===== config.mk =====
export PLATFORM = sky130hd
export DESIGN_NAME = calendar_clock_with_sync
export DESIGN_NICKNAME = d
export VERILOG_FILES = /design/src/rtl/ccws_pkg.sv /design/src/rtl/calendar_clock_with_sync.sv /design/src/rtl/ccws_step.sv
export SDC_FILE = /design/constraint.sdc
export NUM_CORES = 1
export LEC_CHECK = 0
export ABC_CLOCK_PERIOD_IN_PS = 3600
export BUFFER_PORTS_ARGS = -buffer_cell sky130_fd_sc_hd__buf_4
export CORE_AREA = 3 3 139 114
export CTS_CLUSTER_DIAMETER = 150
export DETAILED_ROUTE_END_ITERATION = 6
export DIE_AREA = 0 0 142 117
export GPL_TIMING_DRIVEN = 0
export PLACE_DENSITY = 0.61
export SYNTH_ARGS = -nofsm -noshare
export SYNTH_HDL_FRONTEND = slang
export SYNTH_SLANG_ARGS = --single-unit

===== constraint.sdc =====
create_clock -name clk -period 3.6 [get_ports clk]
set_input_delay 0.54 -clock clk [delete_from_list [all_inputs] [get_ports clk]]
set_output_delay 0.54 -clock clk [all_outputs]
set_load 0.03 [all_outputs]

===== src/rtl/ccws_pkg.sv =====
package ccws_pkg;

    localparam logic OP_TICK = 1'b0;
    localparam logic OP_SET  = 1'b1;

    localparam int unsigned SECONDS_PER_MINUTE = 60;
    localparam int unsigned MINUTES_PER_HOUR   = 60;
    localparam int unsigned HOURS_PER_DAY      = 24;
    localparam int unsigned MONTHS_PER_YEAR    = 12;
    localparam int unsigned LAST_YEAR          = 99;
    localparam int unsigned MAX_DAY            = 31;

    typedef struct packed {
        logic       operation;
        logic [6:0] set_second;
        logic [6:0] set_minute;
        logic [6:0] set_hour;
        logic [6:0] set_day;
        logic [6:0] set_month;
        logic [6:0] set_year;
    } req_word_t;

    typedef struct packed {
        logic [5:0] cur_second;
        logic [5:0] cur_minute;
        logic [4:0] cur_hour;
        logic [4:0] cur_day;
        logic [3:0] cur_month;
        logic [6:0] cur_year;
        logic       is_leap;
        logic       clock_valid;
        logic       set_rejected;
    } rsp_word_t;

    typedef struct packed {
        logic [5:0] second;
        logic [5:0] minute;
        logic [4:0] hour;
        logic [4:0] day;
        logic [3:0] month;
        logic [6:0] year;
        logic       leap_year;
        logic       clock_ok;
    } cal_t;

endpackage


===== src/rtl/calendar_clock_with_sync.sv =====
// calendar clock: second, minute, hour, day, month, two-digit year, leap flag
// request channel (req_valid/req_ready/req_word): each word either ticks the
// clock by one second (operation = tick) or loads all six fields after a
// range check (operation = set); a failed check keeps the old time and clears
// clock_valid
// response channel (rsp_valid/rsp_ready/rsp_word): exactly one word per
// request, the time after that request, in request order
// response path: the accept edge fills the input register, then the result
// register loads once it is free and drives rsp_valid
// throughput: one word per cycle while rsp_ready is high; the combinational
// rollover compare chain into the calendar registers sets that figure
// reset: time 00:00:00, day 1, month 1, year 00 (leap), clock_valid low, both
// pipeline registers empty
// stall: when rsp_ready is low the result register holds, then the input
// register fills and req_ready drops; nothing is lost or repeated
module calendar_clock_with_sync (
    input  logic                clk,
    input  logic                rst_n,
    input  logic                req_valid,
    output logic                req_ready,
    input  ccws_pkg::req_word_t req_word,
    output logic                rsp_valid,
    input  logic                rsp_ready,
    output ccws_pkg::rsp_word_t rsp_word
);
    import ccws_pkg::*;

    logic      in_valid_reg;
    req_word_t in_word_reg;
    logic      out_valid_reg;
    rsp_word_t out_word_reg;
    cal_t      cal_reg;
    cal_t      cal_next;
    logic      rejected;
    logic      out_free;
    logic      advance;

    assign out_free  = !out_valid_reg || rsp_ready;
    assign advance   = in_valid_reg && out_free;
    assign req_ready = !in_valid_reg || out_free;
    assign rsp_valid = out_valid_reg;
    assign rsp_word  = out_word_reg;

    ccws_step u_step (
        .cur      (cal_reg),
        .word     (in_word_reg),
        .nxt      (cal_next),
        .rejected (rejected)
    );

    always_ff @(posedge clk or negedge rst_n)
    begin
        if (!rst_n)
        begin
            in_valid_reg      <= 1'b0;
            out_valid_reg     <= 1'b0;
            cal_reg.second    <= 6'd0;
            cal_reg.minute    <= 6'd0;
            cal_reg.hour      <= 5'd0;
            cal_reg.day       <= 5'd1;
            cal_reg.month     <= 4'd1;
            cal_reg.year      <= 7'd0;
            cal_reg.leap_year <= 1'b1;
            cal_reg.clock_ok  <= 1'b0;
        end
        else
        begin
            if (req_ready)
            begin
                in_valid_reg <= req_valid;
            end
            if (out_free)
            begin
                out_valid_reg <= in_valid_reg;
            end
            if (advance)
            begin
                cal_reg <= cal_next;
            end
        end
    end

    // payload registers
    always_ff @(posedge clk)
    begin
        if (req_ready && req_valid)
        begin
            in_word_reg <= req_word;
        end
        if (advance)
        begin
            out_word_reg.cur_second   <= cal_next.second;
            out_word_reg.cur_minute   <= cal_next.minute;
            out_word_reg.cur_hour     <= cal_next.hour;
            out_word_reg.cur_day      <= cal_next.day;
            out_word_reg.cur_month    <= cal_next.month;
            out_word_reg.cur_year     <= cal_next.year;
            out_word_reg.is_leap      <= cal_next.leap_year;
            out_word_reg.clock_valid  <= cal_next.clock_ok;
            out_word_reg.set_rejected <= rejected;
        end
    end

endmodule


===== src/rtl/ccws_step.sv =====
module ccws_step (
    input  ccws_pkg::cal_t      cur,
    input  ccws_pkg::req_word_t word,
    output ccws_pkg::cal_t      nxt,
    output logic                rejected
);
    import ccws_pkg::*;

    logic       sec_wrap;
    logic       min_wrap;
    logic       hour_wrap;
    logic       day_wrap;
    logic       month_wrap;
    logic [5:0] day_inc;
    logic [5:0] month_len;
    logic       set_ok;
    cal_t       ticked;

    always_comb
    begin
        case (cur.month)
            4'd2:    month_len = cur.leap_year ? 6'd29 : 6'd28;
            4'd4,
            4'd6,
            4'd9,
            4'd11:   month_len = 6'd30;
            default: month_len = 6'd31;
        endcase
    end

    assign sec_wrap   = cur.second == 6'(SECONDS_PER_MINUTE - 1);
    assign min_wrap   = sec_wrap && (cur.minute == 6'(MINUTES_PER_HOUR - 1));
    assign hour_wrap  = min_wrap && (cur.hour == 5'(HOURS_PER_DAY - 1));
    assign day_inc    = {1'b0, cur.day} + 6'd1;
    // a day loaded past the month end also rolls at the next carry
    assign day_wrap   = hour_wrap && (day_inc > month_len);
    assign month_wrap = day_wrap && (cur.month >= 4'(MONTHS_PER_YEAR));

    always_comb
    begin
        ticked = cur;
        ticked.second = sec_wrap ? 6'd0 : cur.second + 6'd1;
        if (sec_wrap)
        begin
            ticked.minute = min_wrap ? 6'd0 : cur.minute + 6'd1;
        end
        if (min_wrap)
        begin
            ticked.hour = hour_wrap ? 5'd0 : cur.hour + 5'd1;
        end
        if (hour_wrap)
        begin
            ticked.day = day_wrap ? 5'd1 : day_inc[4:0];
        end
        if (day_wrap)
        begin
            ticked.month = month_wrap ? 4'd1 : cur.month + 4'd1;
        end
        if (month_wrap)
        begin
            ticked.year = (cur.year >= 7'(LAST_YEAR)) ? 7'd0 : cur.year + 7'd1;
            ticked.leap_year = (cur.year >= 7'(LAST_YEAR)) ? 1'b1 : (ticked.year[1:0] == 2'd0);
        end
    end

    assign set_ok = (word.set_second <= 7'(SECONDS_PER_MINUTE - 1))
                 && (word.set_minute <= 7'(MINUTES_PER_HOUR - 1))
                 && (word.set_hour <= 7'(HOURS_PER_DAY - 1))
                 && (word.set_day >= 7'd1) && (word.set_day <= 7'(MAX_DAY))
                 && (word.set_month >= 7'd1) && (word.set_month <= 7'(MONTHS_PER_YEAR))
                 && (word.set_year <= 7'(LAST_YEAR));

    always_comb
    begin
        rejected = 1'b0;
        nxt = ticked;
        if (word.operation == OP_SET)
        begin
            nxt = cur;
            if (set_ok)
            begin
                nxt.second    = word.set_second[5:0];
                nxt.minute    = word.set_minute[5:0];
                nxt.hour      = word.set_hour[4:0];
                nxt.day       = word.set_day[4:0];
                nxt.month     = word.set_month[3:0];
                nxt.year      = word.set_year;
                nxt.leap_year = word.set_year[1:0] == 2'd0;
                nxt.clock_ok  = 1'b1;
            end
            else
            begin
                nxt.clock_ok = 1'b0;
                rejected     = 1'b1;
            end
        end
    end

endmodule

==> metrics.txt <==
# TYPE chip_impl_metric gauge
chip_impl_metric{name="synth_sequential_area_ratio",unit=""} 0.555
chip_impl_metric{name="final-setup-viol-count",unit=""} 0
chip_impl_info{name="clock_tree.root_cell",value="clkbuf_16"} 1
chip_impl_metric{name="postLayoutCellArea",unit="mm^2"} 0.00740
chip_impl_info{name="cell_occurring_most_often_along_the_worst_timing_path",value="nand2_1"} 1
chip_impl_metric{name="wire_length_of_the_first_global_routing_pass",unit="mm"} 27.3
chip_impl_metric{name="min_period_over_period",unit=""} 0.932
chip_impl_info{name="hold_class",value="in -> async"} 1
chip_impl_metric{name="synth.avg_cell_area",unit="um^2"} 10.7
chip_impl_metric{name="power_density",unit="mW/mm^2"} 549
chip_impl_metric{name="detailed_place.area",unit="mm^2"} 0.00685
chip_impl_metric{name="remaining_drc_errors",unit=""} 0
chip_impl_metric{name="cp.arrival",unit="ps"} 3500
chip_impl_metric{name="initial_core_util",unit=""} 0.413
chip_impl_metric{name="critical_path_buf_inv_count",unit=""} 2
chip_impl_metric{name="report.final.slew_viol_count",unit=""} 0
chip_impl_metric{name="via_count",unit=""} 5065
chip_impl_metric{name="area_of_the_mapped_netlist",unit="mm^2"} 0.00595
chip_impl_metric{name="net_count_of_the_finished_layout",unit=""} 720
chip_impl_metric{name="synth_edf_count",unit=""} 79
chip_impl_metric{name="grt.overflow.total",unit=""} 0
chip_impl_metric{name="routed_via_density",unit=""} 5.90
chip_impl_metric{name="drt_iter0_drc",unit=""} 670
chip_impl_metric{name="ys_types",unit=""} 74
chip_impl_metric{name="cts-htree-levels",unit=""} 4
chip_impl_metric{name="grt_pass1_vias",unit=""} 4916
chip_impl_metric{name="grt_use_total",unit=""} 0.219
chip_impl_metric{name="static-leakage-power",unit="nW"} 2.91
chip_impl_metric{name="finalPower",unit="mW"} 4.07
chip_impl_metric{name="regArea",unit="mm^2"} 0.00330
chip_impl_metric{name="die_x",unit="um"} 142
chip_impl_metric{name="period_minus_slack",unit="ps"} 3360
chip_impl_info{name="crit_path_start_kind",value="flop"} 1
chip_impl_metric{name="synth-seq-cells",unit=""} 116
chip_impl_metric{name="slew_headroom",unit=""} 0.394
chip_impl_info{name="ys_dominant_reg_cell",value="edfxtp_1"} 1
chip_impl_metric{name="synthesis.yosys.warnings",unit=""} 0
chip_impl_metric{name="insertion_delay",unit="ps"} 430
chip_impl_metric{name="detail_route.first_pass.iterations",unit=""} 6
chip_impl_metric{name="cts_made_buffers",unit=""} 17
chip_impl_metric{name="worst_setup_hold_path_clk_slew",unit="ps"} 60
chip_impl_metric{name="cp_max_fo",unit=""} 10
chip_impl_metric{name="cts_resized",unit=""} 0
chip_impl_metric{name="ios",unit=""} 85
chip_impl_metric{name="timing.max_cap.violations",unit=""} 0
chip_impl_info{name="setup.worst_path.end_class",value="flop"} 1
chip_impl_metric{name="multi_input_area",unit="mm^2"} 0.00243
chip_impl_metric{name="postCtsSetupRepairBufs",unit=""} 0
chip_impl_metric{name="clock_skew",unit="ps"} 12.8
chip_impl_metric{name="largest_reg_flops",unit=""} 43
chip_impl_info{name="final_common_cell",value="buf_4"} 1
chip_impl_info{name="setup.worst_path.class",value="reg -> reg"} 1
chip_impl_metric{name="placement_rows",unit=""} 39
chip_impl_info{name="layout.cells.most_common_list",value="buf_4, edfxtp_1, nand2_1"} 1
chip_impl_metric{name="final-hold-violation-count",unit=""} 0
chip_impl_metric{name="irDropWorstVdd",unit="mV"} 0.351
chip_impl_metric{name="routed_len_inst",unit="um"} 20.4
chip_impl_metric{name="detailed_place_hpwl",unit="mm"} 12.2
chip_impl_metric{name="required",unit="ps"} 3740
chip_impl_metric{name="die_area",unit="mm^2"} 0.0166
chip_impl_info{name="tritoncts_clock_tree",value="done"} 1
chip_impl_metric{name="fillers",unit=""} 1264
chip_impl_metric{name="cp_slowest_stage_delay",unit="ps"} 590
chip_impl_info{name="unrepaired_setup_endpoints_after_global_routing",value="false"} 1
chip_impl_info{name="cell_chain_critical_path",value="inv_1 -> ha_1 -> a221o_1 -> nand2_1 -> ha_1 -> nand2_1 -> o2111ai_1 -> a31o_2 -> a211oi_4 -> buf_4 -> nand2_1 -> xnor2_1 -> o22ai_1"} 1
chip_impl_metric{name="asyncSetResetFlopFracSynth",unit=""} 0.319
chip_impl_metric{name="die_y",unit="um"} 117
chip_impl_metric{name="syn_inst",unit=""} 557
chip_impl_metric{name="cts.sink_count",unit=""} 116
chip_impl_metric{name="maxClockFrequency",unit="GHz"} 0.298
chip_impl_info{name="run_status",value="completed"} 1
chip_impl_metric{name="syn-num-nets",unit=""} 615
chip_impl_metric{name="diodes",unit=""} 0
chip_impl_metric{name="tightestPinTransition",unit="ps"} 902
chip_impl_metric{name="cts_buffer_depth",unit=""} 2
chip_impl_metric{name="final_layout_size_suffix_gt1_frac",unit=""} 0.213
chip_impl_metric{name="coreArea",unit="mm^2"} 0.0144
chip_impl_metric{name="drt.antenna.violating_nets",unit=""} 0
chip_impl_info{name="cp_top_family",value="compound AO/OA/AOI/OAI gates"} 1
chip_impl_metric{name="grt_antenna_before_repair",unit=""} 0
chip_impl_metric{name="finalWirelength",unit="mm"} 17.5
chip_impl_metric{name="cts-hold-fix-buffers",unit=""} 0
chip_impl_info{name="critPathSlowestCell",value="dfstp_2"} 1
chip_impl_metric{name="largest_net_degree_at_the_start_of_global_routing",unit=""} 38
chip_impl_metric{name="number_of_port_buffers",unit=""} 84
chip_impl_metric{name="area_growth_from_synthesis_to_layout",unit="%"} 24.4
chip_impl_metric{name="gp_congestion",unit=""} 0.914
-- cell usage after synthesis, types with 2 or more instances --
| cell type | n | area share |
|---|---|---|
| nor2_1 | 46 | 0.029 |
| mux2i_1 | 20 | 0.034 |
| nand2b_1 | 3 | 0.0032 |
| a22o_1 | 3 | 0.0044 |
| a211oi_1 | 5 | 0.0063 |
| and4_1 | 2 | 0.0029 |
| o211ai_1 | 5 | 0.0063 |
| mux2_2 | 4 | 0.0076 |
| nor3_1 | 9 | 0.0076 |
| nand2_1 | 60 | 0.038 |
| a21o_1 | 4 | 0.0050 |
| ha_1 | 11 | 0.023 |
| buf_4 | 3 | 0.0038 |
| o21ai_0 | 45 | 0.038 |
| nand3_1 | 16 | 0.013 |
| dfrtp_1 | 34 | 0.14 |
| o2111ai_1 | 3 | 0.0044 |
| nor2b_1 | 5 | 0.0053 |
| and2_1 | 3 | 0.0032 |
| nor4_1 | 6 | 0.0063 |
| clkbuf_1 | 20 | 0.013 |
| xnor2_1 | 7 | 0.010 |
| and4b_1 | 2 | 0.0034 |
| o31a_1 | 2 | 0.0029 |
| o31ai_1 | 2 | 0.0025 |
| inv_1 | 15 | 0.0095 |
| o22ai_1 | 19 | 0.020 |
| nand4_1 | 5 | 0.0053 |
| or4_1 | 2 | 0.0025 |
| o21ai_1 | 2 | 0.0017 |
| edfxtp_1 | 79 | 0.40 |
| a21oi_1 | 44 | 0.037 |
| dfstp_2 | 3 | 0.013 |
| o32ai_1 | 3 | 0.0044 |
| nor3b_1 | 2 | 0.0025 |
| buf_2 | 8 | 0.0067 |
| a22oi_1 | 6 | 0.0076 |
| a31oi_1 | 3 | 0.0032 |
| and3_1 | 4 | 0.0042 |
| o2bb2ai_1 | 3 | 0.0044 |
| a221oi_1 | 5 | 0.0074 |
| o221ai_1 | 2 | 0.0029 |
-- final timing paths --
| path | startpoint | to | slack (ps) | cells after the start |
|---|---|---|---|---|
| setup / recovery | cal_reg[9] | rsp_word[5] | 240 | 13 |
| hold / removal | rst_n | cal_reg[20] | 110 | 1 |
| setup reg to reg | cal_reg[9] | rsp_word[5] | 240 | 13 |
| hold reg to reg | cal_reg[1] | cal_reg[1] | 510 | 2 |
| max in group asynchronous | rst_n | cal_reg[26] | 3080 | 1 |
| min in group clk | req_word[21] | in_word_reg[21] | 290 | 1 |
-- through the flow --
stage          setup WS (ps)  utilization  setup TNS (ps)  std cells  hold WS (ps)
4_1_cts                  284        0.514               0        859           133
2_1_floorplan            645            -               0        557           244
3_3_place_gp            -267        0.473           -2190        825           471
5_1_grt                 39.5        0.514               0        859           151
6_report                 244        0.514               0        859           113
3_5_place_dp             296        0.476               0        827           499
-- power by group --
part           internal (mW)  switching (mW)  leakage, nW  total, mW
clock network          0.998           0.602        0.260       1.60
registers               1.60           0.125         1.22       1.73
logic                  0.289           0.447         1.43      0.736
-- final cells by class --
cell class | instances | area share
Timing Repair Buffer | 86 | 0.0906
Sequential cell | 116 | 0.446
Tap cell | 184 | 0.0311
Inverter | 16 | 0.00811
Clock inverter | 13 | 0.0157
Buffer | 34 | 0.0215
Clock buffer | 19 | 0.0585
Multi-Input combinational cell | 391 | 0.328
-- routing by layer --
layer	vias up	track usage	part of all wire
met5	-	0	0
met4	0	0.0793	0.019
met2	239	0.326	0.45
met1	2466	0.307	0.44
met3	33	0.0626	0.091
li1	2327	-	-
-- worst register-to-register path, stage by stage (launching register included) --
cell       delay [ps]
dfstp_2           590
inv_1             100
ha_1              210
a221o_1           340
nand2_1            80
ha_1              230
nand2_1            90
o2111ai_1         120
a31o_2            320
a211oi_4          360
buf_4             250
nand2_1           130
xnor2_1           150
o22ai_1           100
-- kinds of logic after synthesis --
family	after synthesis	synth area share
AO/OA/AOI/OAI	174	0.189
AND/OR/NAND/NOR	174	0.143
flip-flops	116	0.555
buffers and inverters	50	0.0366
multiplexers	24	0.0412
adder cells (fa/ha/maj)	11	0.0231
XOR/XNOR	8	0.0118
Power figures use the tool's default switching activity.
